### src/cla_pkg.sv
package cla_pkg;

  localparam logic [15:0] CU_NUL   = 16'h0000;
  localparam logic [15:0] CU_TAB   = 16'h0009;
  localparam logic [15:0] CU_SPACE = 16'h0020;
  localparam logic [15:0] CU_QUOTE = 16'h0022;
  localparam logic [15:0] CU_BSL   = 16'h005c;

  localparam int unsigned RUN_W = 8;

  typedef enum logic [2:0] {
    KIND_EOL   = 3'd0,
    KIND_SEP   = 3'd1,
    KIND_BSL   = 3'd2,
    KIND_QUOTE = 3'd3,
    KIND_OTHER = 3'd4
  } cla_kind_t;

  typedef struct packed {
    cla_kind_t   kind;
    logic [15:0] code;
  } cla_item_t;

  typedef struct packed {
    logic [RUN_W-1:0] lead;
    logic             char_valid;
    logic [15:0]      char_code;
    logic             arg_end;
  } cla_result_t;

endpackage

### src/cla_in_if.sv
interface cla_in_if;
  logic        valid;
  logic        ready;
  logic [15:0] code_unit;

  modport source (output valid, output code_unit, input ready);
  modport sink (input valid, input code_unit, output ready);
endinterface

### src/cla_out_if.sv
interface cla_out_if;
  logic        valid;
  logic        ready;
  logic [7:0]  lead_backslashes;
  logic        char_valid;
  logic [15:0] char_code;
  logic        arg_end;

  modport source (
    output valid, output lead_backslashes, output char_valid, output char_code,
    output arg_end, input ready
  );
  modport sink (
    input valid, input lead_backslashes, input char_valid, input char_code,
    input arg_end, output ready
  );
endinterface

### src/cla_front.sv
module cla_front (
  cla_in_if.sink            in_ch,
  output logic              push_valid,
  output cla_pkg::cla_item_t push_item,
  input  logic              push_ready
);
  import cla_pkg::*;

  cla_kind_t kind;

  always_comb begin
    case (in_ch.code_unit) inside
      CU_NUL:           kind = KIND_EOL;
      CU_TAB, CU_SPACE: kind = KIND_SEP;
      CU_BSL:           kind = KIND_BSL;
      CU_QUOTE:         kind = KIND_QUOTE;
      default:          kind = KIND_OTHER;
    endcase
  end

  assign push_valid     = in_ch.valid;
  assign push_item.kind = kind;
  assign push_item.code = in_ch.code_unit;
  assign in_ch.ready    = push_ready;

endmodule

### src/cla_queue.sv
module cla_queue (
  input  logic               clk,
  input  logic               rst_n,
  input  logic               push_valid,
  input  cla_pkg::cla_item_t push_item,
  output logic               push_ready,
  output logic               pop_valid,
  output cla_pkg::cla_item_t pop_item,
  input  logic               pop_ready
);
  import cla_pkg::*;

  logic      v0_r, v1_r, v0_nxt, v1_nxt;
  cla_item_t e0_r, e1_r, e0_nxt, e1_nxt;
  logic      push, pop;

  assign push_ready = !v1_r;
  assign pop_valid  = v0_r;
  assign pop_item   = e0_r;
  assign push       = push_valid && push_ready;
  assign pop        = v0_r && pop_ready;

  // two-entry shift queue, head is always entry 0
  always_comb begin
    v0_nxt = pop ? v1_r : v0_r;
    e0_nxt = pop ? e1_r : e0_r;
    v1_nxt = pop ? 1'b0 : v1_r;
    e1_nxt = e1_r;
    if (push) begin
      if (!v0_nxt) begin
        v0_nxt = 1'b1;
        e0_nxt = push_item;
      end else begin
        v1_nxt = 1'b1;
        e1_nxt = push_item;
      end
    end
  end

  always_ff @(posedge clk) begin
    if (!rst_n) begin
      v0_r <= 1'b0;
      v1_r <= 1'b0;
    end else begin
      v0_r <= v0_nxt;
      v1_r <= v1_nxt;
    end
    e0_r <= e0_nxt;
    e1_r <= e1_nxt;
  end

endmodule

### src/cla_back.sv
module cla_back #(
  parameter int unsigned MAX_BACKSLASH_RUN = 255
) (
  input  logic               clk,
  input  logic               rst_n,
  input  logic               pop_valid,
  input  cla_pkg::cla_item_t pop_item,
  output logic               pop_ready,
  cla_out_if.source          out_ch
);
  import cla_pkg::*;

  localparam logic [RUN_W-1:0] RunCap =
    (MAX_BACKSLASH_RUN > 255) ? 8'd255 : RUN_W'(MAX_BACKSLASH_RUN);

  typedef enum logic [1:0] {
    PH_START   = 2'd0,
    PH_INSIDE  = 2'd1,
    PH_BETWEEN = 2'd2
  } phase_t;

  phase_t           phase_r, phase_nxt;
  logic             quote_r, quote_nxt;
  logic [RUN_W-1:0] run_r, run_nxt;
  logic             out_valid_r;
  cla_result_t      res_r, res_nxt;
  logic             emit_nxt;
  logic             fire;
  cla_kind_t        kind_eff;

  assign pop_ready = !out_valid_r || out_ch.ready;
  assign fire      = pop_valid && pop_ready;
  // a separator inside quotes is an ordinary character
  assign kind_eff  = (pop_item.kind == KIND_SEP && quote_r) ? KIND_OTHER : pop_item.kind;

  always_comb begin
    phase_nxt = phase_r;
    quote_nxt = quote_r;
    run_nxt   = run_r;
    emit_nxt  = 1'b0;
    res_nxt   = '{lead: run_r, char_valid: 1'b0, char_code: 16'h0000, arg_end: 1'b0};
    case (kind_eff)
      KIND_EOL: begin
        emit_nxt        = (phase_r == PH_INSIDE);
        res_nxt.arg_end = 1'b1;
        phase_nxt       = PH_START;
        quote_nxt       = 1'b0;
        run_nxt         = '0;
      end
      KIND_SEP: begin
        phase_nxt = PH_BETWEEN;
        run_nxt   = '0;
        case (phase_r)
          PH_START: begin
            emit_nxt        = 1'b1;
            res_nxt.lead    = '0;
            res_nxt.arg_end = 1'b1;
          end
          PH_INSIDE: begin
            emit_nxt        = 1'b1;
            res_nxt.arg_end = 1'b1;
          end
          default: emit_nxt = 1'b0;
        endcase
      end
      KIND_BSL: begin
        phase_nxt = PH_INSIDE;
        if (run_r < RunCap) run_nxt = run_r + 1'b1;
      end
      KIND_QUOTE: begin
        phase_nxt    = PH_INSIDE;
        run_nxt      = '0;
        res_nxt.lead = run_r >> 1;
        if (!run_r[0]) begin
          emit_nxt  = |run_r[RUN_W-1:1];
          quote_nxt = !quote_r;
        end else begin
          emit_nxt           = 1'b1;
          res_nxt.char_valid = 1'b1;
          res_nxt.char_code  = CU_QUOTE;
        end
      end
      default: begin
        phase_nxt          = PH_INSIDE;
        run_nxt            = '0;
        emit_nxt           = 1'b1;
        res_nxt.char_valid = 1'b1;
        res_nxt.char_code  = pop_item.code;
      end
    endcase
  end

  always_ff @(posedge clk) begin
    if (!rst_n) begin
      phase_r     <= PH_START;
      quote_r     <= 1'b0;
      run_r       <= '0;
      out_valid_r <= 1'b0;
    end else begin
      if (out_valid_r && out_ch.ready) out_valid_r <= 1'b0;
      if (fire) begin
        phase_r <= phase_nxt;
        quote_r <= quote_nxt;
        run_r   <= run_nxt;
        if (emit_nxt) begin
          out_valid_r <= 1'b1;
          res_r       <= res_nxt;
        end
      end
    end
  end

  assign out_ch.valid            = out_valid_r;
  assign out_ch.lead_backslashes = res_r.lead;
  assign out_ch.char_valid       = res_r.char_valid;
  assign out_ch.char_code        = res_r.char_code;
  assign out_ch.arg_end          = res_r.arg_end;

  a_eol_clears: assert property (@(posedge clk) disable iff (!rst_n)
    (fire && pop_item.kind == KIND_EOL) |=> (phase_r == PH_START && run_r == '0 && !quote_r))
    else $error("state not cleared at end of line");

  a_run_cap: assert property (@(posedge clk) disable iff (!rst_n)
    run_r <= RunCap)
    else $error("backslash run above cap");

  a_char_or_end: assert property (@(posedge clk) disable iff (!rst_n)
    out_valid_r |-> !(res_r.char_valid && res_r.arg_end))
    else $error("result carries both character and argument end");

  a_other_emits: assert property (@(posedge clk) disable iff (!rst_n)
    (fire && pop_item.kind == KIND_OTHER) |=> (out_valid_r && res_r.char_valid))
    else $error("plain character gave no result");

endmodule

### src/command_line_argument_splitter_core.sv
// Splits a command line into arguments, one 16-bit code unit per transfer,
// with the usual quote and backslash rules; a code unit of zero ends the line.
// Each input transfer yields zero or one result: a backslash count, an optional
// character and an argument-end flag. One code unit is taken every cycle while
// results are drained; a code unit passes the classifier into a two-entry queue,
// then the state update that loads the output register. The two-entry queue
// holds up to two code units while the result side stalls.
module command_line_argument_splitter_core #(
  parameter int unsigned MAX_BACKSLASH_RUN = 255
) (
  input logic       clk,
  input logic       rst_n,
  cla_in_if.sink    in_ch,
  cla_out_if.source out_ch
);
  import cla_pkg::*;

  logic      push_valid, push_ready, pop_valid, pop_ready;
  cla_item_t push_item, pop_item;

  cla_front u_front (
    .in_ch      (in_ch),
    .push_valid (push_valid),
    .push_item  (push_item),
    .push_ready (push_ready)
  );

  cla_queue u_queue (
    .clk        (clk),
    .rst_n      (rst_n),
    .push_valid (push_valid),
    .push_item  (push_item),
    .push_ready (push_ready),
    .pop_valid  (pop_valid),
    .pop_item   (pop_item),
    .pop_ready  (pop_ready)
  );

  cla_back #(
    .MAX_BACKSLASH_RUN (MAX_BACKSLASH_RUN)
  ) u_back (
    .clk       (clk),
    .rst_n     (rst_n),
    .pop_valid (pop_valid),
    .pop_item  (pop_item),
    .pop_ready (pop_ready),
    .out_ch    (out_ch)
  );

endmodule
### src/flat_wrapper.sv
// flat-port wrapper written by rule: the top's interface ports become plain ports
module command_line_argument_splitter_core_flat import cla_pkg::*;
#(
  parameter int unsigned MAX_BACKSLASH_RUN = 255
)
  (clk, rst_n, in_ch_valid, in_ch_code_unit, in_ch_ready, out_ch_valid, out_ch_lead_backslashes, out_ch_char_valid, out_ch_char_code, out_ch_arg_end, out_ch_ready);
  cla_in_if in_ch_i ();
  cla_out_if out_ch_i ();
  input logic clk;
  input logic rst_n;
  input wire logic [$bits(in_ch_i.valid)-1:0] in_ch_valid;
  input wire logic [$bits(in_ch_i.code_unit)-1:0] in_ch_code_unit;
  output wire logic [$bits(in_ch_i.ready)-1:0] in_ch_ready;
  output wire logic [$bits(out_ch_i.valid)-1:0] out_ch_valid;
  output wire logic [$bits(out_ch_i.lead_backslashes)-1:0] out_ch_lead_backslashes;
  output wire logic [$bits(out_ch_i.char_valid)-1:0] out_ch_char_valid;
  output wire logic [$bits(out_ch_i.char_code)-1:0] out_ch_char_code;
  output wire logic [$bits(out_ch_i.arg_end)-1:0] out_ch_arg_end;
  input wire logic [$bits(out_ch_i.ready)-1:0] out_ch_ready;
  assign in_ch_i.valid = in_ch_valid;
  assign in_ch_i.code_unit = in_ch_code_unit;
  assign in_ch_ready = in_ch_i.ready;
  assign out_ch_valid = out_ch_i.valid;
  assign out_ch_lead_backslashes = out_ch_i.lead_backslashes;
  assign out_ch_char_valid = out_ch_i.char_valid;
  assign out_ch_char_code = out_ch_i.char_code;
  assign out_ch_arg_end = out_ch_i.arg_end;
  assign out_ch_i.ready = out_ch_ready;
  command_line_argument_splitter_core #(.MAX_BACKSLASH_RUN(MAX_BACKSLASH_RUN)) u_core (.clk(clk), .rst_n(rst_n), .in_ch(in_ch_i), .out_ch(out_ch_i));
endmodule
### config.mk
export PLATFORM = sky130hd
export DESIGN_NAME = command_line_argument_splitter_core_flat
export DESIGN_NICKNAME = d
export VERILOG_FILES = /design/src/cla_pkg.sv /design/src/cla_in_if.sv /design/src/cla_out_if.sv /design/src/cla_front.sv /design/src/cla_queue.sv /design/src/cla_back.sv /design/src/command_line_argument_splitter_core.sv /design/src/flat_wrapper.sv
export SDC_FILE = /design/constraint.sdc
export NUM_CORES = 1
export LEC_CHECK = 0
export ABC_CLOCK_PERIOD_IN_PS = 9700
export BUFFER_PORTS_ARGS = -buffer_cell sky130_fd_sc_hd__buf_4
export CAP_MARGIN = 20
export CORE_UTILIZATION = 56
export CTS_CLUSTER_DIAMETER = 60
export DETAILED_ROUTE_END_ITERATION = 7
export PLACE_DENSITY = 0.84
export SLEW_MARGIN = 15
export SYNTH_ARGS = -nofsm -noshare
export SYNTH_HDL_FRONTEND = slang
export SYNTH_SLANG_ARGS = --single-unit
### constraint.sdc
create_clock -name clk -period 9.7 [get_ports clk]
set_input_delay 1.94 -clock clk [delete_from_list [all_inputs] [get_ports clk]]
set_output_delay 1.94 -clock clk [all_outputs]
set_load 0.03 [all_outputs]
==> metrics, run 1 <==
Hold/Removal Path Class flip-flop to flip-flop; vias post-DR about 2400; crit path max fanout 26; final hold vios 0; clk_skew between 8 and 9 ps; die width just under 80 µm; Netlist Area Pre-Place ~3300 µm²; reg2reg start u_core.u_queue.pop_valid; Slowest-stage cell, CP nand2b_1; actual slew at the worst max-slew pin ~800 ps; startpoint type of the worst setup path input pin; CTS tree built; Synth Area in Compound Gates 0.1416; CP arrival between 3000 and 4000 ps; drt drc 0; layout cell share with drive strength beyond 1 0.2235; most frequent cells in the layout buf_4, edfxtp_1, dfxtp_1; mux contribution to synthesized area 0.04286; hold_buf cts 0; Worst R2R Setup Slack about 7600 ps; post-synthesis average cell area ~11 µm²; GR Util All Layers 0.2135; commonest non-fill, non-tap cell in the layout buf_4; status completed; Worst EP required just under 10000 ps; vias per cell between 5 and 6; Crit. End Element flip-flop; Yosys Warn Count 0; Max-Cap Viols 0; RSZ-0062 raised after global routing false; FFs w/ async S/R, synth 0; antenna-violating nets left 0; initial antenna violation count 0; final net count 356; Mapped Cells a little under 300; number of enable flip-flop cells after synthesis between 40 and 50; RD Place Congestion between 0.8 and 0.9; I/O Buffers 47; unique cell type count in the Yosys netlist 42; Core ar. approximately 5600 µm²; Final setup viols 0; Pwr Density between 150 and 200 nW/µm²; TritonCTS buffer count 9; Adder-Cell Fraction of Synth Area 0.003827; die area ~6100 µm²; n_diodes 0; initial core utilization 0.5865; wire length of the first global-routing pass around 10 mm; hold_sp u_core.u_back.phase_r[1]; Peak Freq about 300 MHz; Clk pin slew, worst setup/hold paths roughly 70 ps; Die Y about 78 µm; Max Buffers Root-to-Sink 2; crit path cell chain buf_4, nand2b_1, nand2_1, nor3_2, buf_4; Synth Register Bits 78; hold path depth 2; Syn Nets 310; CTS Sinks just under 80; Min Clock Period, post-route 3345 ps; area grow syn2layout 17.87%; CP Class input pin to flip-flop; XOR/XNOR Fraction of Synth Area 0; RR Endpoint u_core.u_queue.pop_item[14]; First-pass DRT Iterations 4; detailed placement HPWL roughly 4 mm; worst path bufs/invs 2; crit-path max cell delay about 390 ps; Tcrit/Tclk final 0.3448; vias in the first global route 2140; Resize count post-CTS 0; postcts setup bufs 0; fin. max-slew vios 0; GR Overflow Total 0; TNS Setup 0 ps; sequential share of the synthesized area 0.6154; drt total wl 6.170 mm; row count 27; root buf cell clkbuf_8; final design utilization 0.6914; ys flop type edfxtp_1; r2r worst-path depth 5; Clk Latency, worst-skew pair around 340 ps; LEAKAGE between 1 and 1.5 nW; hold endpoint u_core.u_back.phase_r[1]; routed len/inst around 15 µm; CTS H-tree depth 3; most frequent CP cell buf_4; Peak VDD IR roughly 80 µV; CP top delay family simple AND/OR/NAND/NOR gates; # IOs 48; main combinational cell family by area after synthesis simple AND/OR/NAND/NOR gates; Synth Area in Simple Gates 0.1657; max_slew headroom 0.4703; 1st-iter DRT viols between 200 and 250; largest net degree at the start of global routing 39
## layer usage
metal | vias to the layer above | GRT usage | wire length (µm)
li1 | 1166 | - | -
met1 | 1141 | 0.2820 | 2865
met5 | - | 0 | 0
met2 | 70 | 0.3368 | 2873
met3 | 9 | 0.05465 | 353
met4 | 0 | 0.08519 | 77
## worst max-delay path by stage
stage / from / to / cells after the start
2_1_floorplan: out_ch_ready / u_core.u_back.out_ch.arg_end / 4
3_3_place_gp: out_ch_ready / u_core.u_back.out_ch.char_code[11] / 5
3_5_place_dp: out_ch_ready / u_core.u_back.out_ch.char_code[11] / 5
4_1_cts: out_ch_ready / u_core.u_back.out_ch.char_code[3] / 5
5_1_grt: out_ch_ready / u_core.u_back.run_r[0] / 5
6_report: out_ch_ready / u_core.u_back.out_ch.char_code[4] / 5
## layout make-up
type / instances / area, µm²
clock buffers: 9 / 123.9
clock inverters: 7 / 41.29
fillers: 428 / 1720
inverters: 6 / 22.52
multi-input cells: 189 / 1174
flip-flops and latches: 78 / 2012
well taps: 72 / 90.09
repair buffers: 51 / 390.4
## synthesized netlist by cell type, types with 5 or more instances
cell type	count	area share
a21oi_1	22	0.034
edfxtp_1	45	0.41
buf_2	8	0.012
o21ai_0	30	0.046
dfxtp_1	33	0.20
a22o_1	5	0.013
mux2i_1	14	0.043
inv_1	6	0.0069
nor3_1	8	0.012
nor2b_1	17	0.033
nor4_1	5	0.0096
nand2_1	26	0.030
nor2_1	5	0.0057
nand3_1	6	0.0092
clkbuf_1	7	0.0080
## worst register-to-register path, stage by stage, from the launching register on
cell     delay [ps]
dfxtp_1         610
inv_1           190
nor2_2          540
buf_8           240
mux2i_1         240
o21ai_0         130
## registers in the layout, indices dropped and copies added (netlist names)
| name | flops |
|---|---|
| u_core.u_queue.e1_r | 19 |
| u_core.u_back.out_ch.valid | 1 |
| u_core.u_back.out_ch.char_code | 16 |
| u_core.u_back.out_ch.char_valid | 1 |
| u_core.u_back.out_ch.lead_backslashes | 8 |
| u_core.u_queue.pop_valid | 1 |
| u_core.u_back.phase_r | 2 |
| u_core.u_queue.pop_item | 19 |
| u_core.u_queue.v1_r | 1 |
| u_core.u_back.quote_r | 1 |
| u_core.u_back.out_ch.arg_end | 1 |
| u_core.u_back.run_r | 8 |
## report_power, final
group / total (mW) / switching, mW / internal, mW / leakage [nW]
registers: 0.375 / 0.00977 / 0.365 / 0.680
clock network: 0.203 / 0.113 / 0.0906 / 0.0817
logic: 0.0649 / 0.0381 / 0.0268 / 0.638
total: 0.643 / 0.161 / 0.483 / 1.40
## through the flow
step | power (mW) | cell area [µm²] | instances | hold slack [ps] | worst slack, ps
finish | 0.6432 | 3854 | 412 | 493.8 | 6355
global placement | 0.4430 | 3674 | 395 | 482.6 | 6080
CTS | 0.6466 | 3854 | 412 | 500.7 | 6388
detailed placement | 0.4463 | 3689 | 396 | 487.8 | 6035
floorplan | 0.4216 | 3269 | 289 | 455.0 | 5074
global route | 0.6671 | 3854 | 412 | 544.4 | 6196
## logic make-up (layout without fill, tap and decap cells)
logic type | Yosys count | in the layout
and+or+nand+nor | 96 | 96
AOI/OAI and AO/OA | 78 | 78
DFF | 78 | 78
buffers and inverters | 22 | 73
muxes | 14 | 14
adders and majority gates | 1 | 1
No activity file was read; power rests on OpenSTA's default activity.
==> inputs of run 2 (changes only) <==
--- a/config.mk
+++ b/config.mk
@@ -5,13 +5,13 @@
 export SDC_FILE = /design/constraint.sdc
 export NUM_CORES = 1
 export LEC_CHECK = 0
-export ABC_CLOCK_PERIOD_IN_PS = 9700
+export ABC_CLOCK_PERIOD_IN_PS = 3000
 export BUFFER_PORTS_ARGS = -buffer_cell sky130_fd_sc_hd__buf_4
 export CAP_MARGIN = 20
-export CORE_UTILIZATION = 56
+export CORE_UTILIZATION = 51
 export CTS_CLUSTER_DIAMETER = 60
 export DETAILED_ROUTE_END_ITERATION = 7
-export PLACE_DENSITY = 0.84
+export PLACE_DENSITY = 0.81
 export SLEW_MARGIN = 15
 export SYNTH_ARGS = -nofsm -noshare
 export SYNTH_HDL_FRONTEND = slang
==> constraint.sdc (replaced) <==
create_clock -name clk -period 3 [get_ports clk]
set_input_delay 0.6 -clock clk [delete_from_list [all_inputs] [get_ports clk]]
set_output_delay 0.6 -clock clk [all_outputs]
set_load 0.03 [all_outputs]
==> run 2 against run 1 <==
Net effect:
- flip-flop and latch count unchanged
- clock power rose to 4.2 times the previous value
- die area up 9.5%
- global-route usage about the same
- power rose to 3.5 times the previous value
- largest cell class unchanged
- clock-buffer cell count up 1
- final cell count up 0.97%
- critical path type is now flip-flop to flip-flop
- first-iteration DRC count down 16%
- via count down 0.88%
- setup slack worse by 5300 ps
- critical path depth down 2
==> metrics, run 2 (synthesis results as in run 1) <==
status completed (unchanged); startpoint type of the worst setup path flip-flop (was input pin); Max Buffers Root-to-Sink 2 (unchanged); Resize count post-CTS 0 (unchanged); First-pass DRT Iterations 4 (unchanged); TritonCTS buffer count 9 (unchanged); die area 6735 µm² (was 6148 µm²); RSZ-0062 raised after global routing false (unchanged); final net count 357 (was 356); commonest non-fill, non-tap cell in the layout buf_4 (unchanged); M1 WL 2.792 mm (was 2.865 mm); detailed placement HPWL 4.224 mm (was 3.974 mm); hold endpoint u_core.u_queue.e1_r[9] (was u_core.u_back.phase_r[1]); RR Endpoint u_core.u_back.run_r[0] (was u_core.u_queue.pop_item[14]); reg2reg start u_core.u_queue.pop_valid (unchanged); max_slew headroom 0.4619 (was 0.4703); antenna-violating nets left 0 (unchanged); Worst R2R Setup Slack 1080 ps (was 7620 ps); Clk Latency, worst-skew pair 350 ps (was 340 ps); CP Class flip-flop to flip-flop (was input pin to flip-flop); fin. max-slew vios 0 (unchanged); postcts setup bufs 0 (unchanged); top routing layer used met4 (unchanged); vias in the first global route 2261 (was 2140); final hold vios 0 (unchanged); Clk pin slew, worst setup/hold paths 80 ps (was 70 ps); hold path depth 1 (was 2); Die Y 82.07 µm (was 78.41 µm); CP arrival 2130 ps (was 3350 ps); PnR Total Power 2.264 mW (was 643.2 µW); Hold/Removal Path Class input pin to flip-flop (was flip-flop to flip-flop); largest net degree at the start of global routing 39 (unchanged); vias post-DR 2365 (was 2386); most frequent cells in the layout buf_4, edfxtp_1, dfxtp_1 (unchanged); LEAKAGE 1.429 nW (was 1.400 nW); initial core utilization 0.5394 (was 0.5865); RD Place Congestion 0.8030 (was 0.8128); Worst EP required 3210 ps (was 9710 ps); Max-Cap Viols 0 (unchanged); 1st-iter DRT viols 176 (was 210); area grow syn2layout 19.67% (was 17.87%); hold_sp in_ch_code_unit[9] (was u_core.u_back.phase_r[1]); crit path max fanout 14 (was 26); CTS H-tree depth 3 (unchanged); GR Util All Layers 0.2133 (was 0.2135); Core ar. 6061 µm² (was 5574 µm²); Min Clock Period, post-route around 1900 ps; Peak Freq 520.6 MHz; routed len/inst 15.11 µm (was 14.98 µm); n_diodes 0 (unchanged); Peak VDD IR 301.7 µV (was 81.62 µV); Crit. End Element flip-flop (unchanged); clk_skew 8.307 ps (was 8.740 ps); row count 28 (was 27); actual slew at the worst max-slew pin 807.1 ps (was 794.6 ps); wire length of the first global-routing pass 10.47 mm (was 9.984 mm); CTS Sinks 78 (unchanged); wire length on met3 376 µm (was 353 µm); I/O Buffers 47 (unchanged); metal2 WL 2.997 mm (was 2.873 mm); root buf cell clkbuf_8 (unchanged); initial antenna violation count 0 (unchanged); r2r worst-path depth 3 (was 5); CTS tree built (unchanged); # IOs 48 (unchanged); hold_buf cts 0 (unchanged); drt drc 0 (unchanged); Tcrit/Tclk final 0.6403; Final setup viols 0 (unchanged); GR Overflow Total 0 (unchanged); drt total wl 6.284 mm (was 6.170 mm); die width 82.07 µm (was 78.41 µm); TNS Setup 0 ps (unchanged); layout cell share with drive strength beyond 1 0.2317 (was 0.2235); vias per cell 5.685 (was 5.791); Pwr Density 578.5 nW/µm² (was 166.9 nW/µm²)
## run 2: changes by cell type in the layout (fill, tap and decap cells not counted), sizes merged
cell,delta
buf,+1
bufinv,+2
clkbuf,+1
clkinv,-3
## run 2: area by class of cell
class	instances	area (µm²)
fill	459	2148
sequential	78	2012
multi-input combinational	189	1180
timing repair buffer	52	390.4
clock buffer	10	127.6
tap	75	93.84
clock inverter	6	86.33
inverter	6	22.52
## run 2: how the worst max path moves through the flow
stage | startpoint | endpoint | slack (ps)
finish | u_core.u_queue.pop_valid | u_core.u_back.run_r[0] | 1080
global route | u_core.u_queue.pop_valid | u_core.u_back.run_r[0] | 870
CTS | u_core.u_queue.pop_valid | u_core.u_back.out_ch.lead_backslashes[0] | 1090
detailed placement | out_ch_ready | u_core.u_queue.e1_r[9] | 990
global placement | out_ch_ready | u_core.u_back.out_ch.char_code[9] | 1010
floorplan | out_ch_ready | u_core.u_queue.e1_r[0] | 220
## run 2: where the power goes
part           leakage, nW  internal [mW]  switching (mW)
logic                0.643         0.0865           0.122
clock network        0.106          0.467           0.376
registers            0.680           1.18          0.0310
total                 1.43           1.73           0.529
## run 2: per-layer routing
| metal | up-vias | global-route usage |
|---|---|---|
| li1 | 1167 | - |
| met1 | 1105 | 0.2746 |
| met2 | 84 | 0.3289 |
| met3 | 9 | 0.05667 |
| met4 | 0 | 0.1105 |
| met5 | - | 0 |
## run 2: worst max-delay path, cell delays in order (launching register included)
cell,delay (ps)
dfxtp_1,600
nand2_1,390
o21ai_0,690
a21oi_1,90
## run 2: through the flow
step	std cells	worst slack (ps)	area [µm²]	util	hold slack, ps
2_1_floorplan	289	221.8	3274	-	455.0
4_1_cts	416	1091	3913	0.6455	426.4
3_5_place_dp	400	991.2	3699	0.6102	490.5
5_1_grt	416	871.8	3913	0.6455	423.6
6_report	416	1079	3913	0.6455	439.0
3_3_place_gp	400	1014	3699	0.6102	495.9
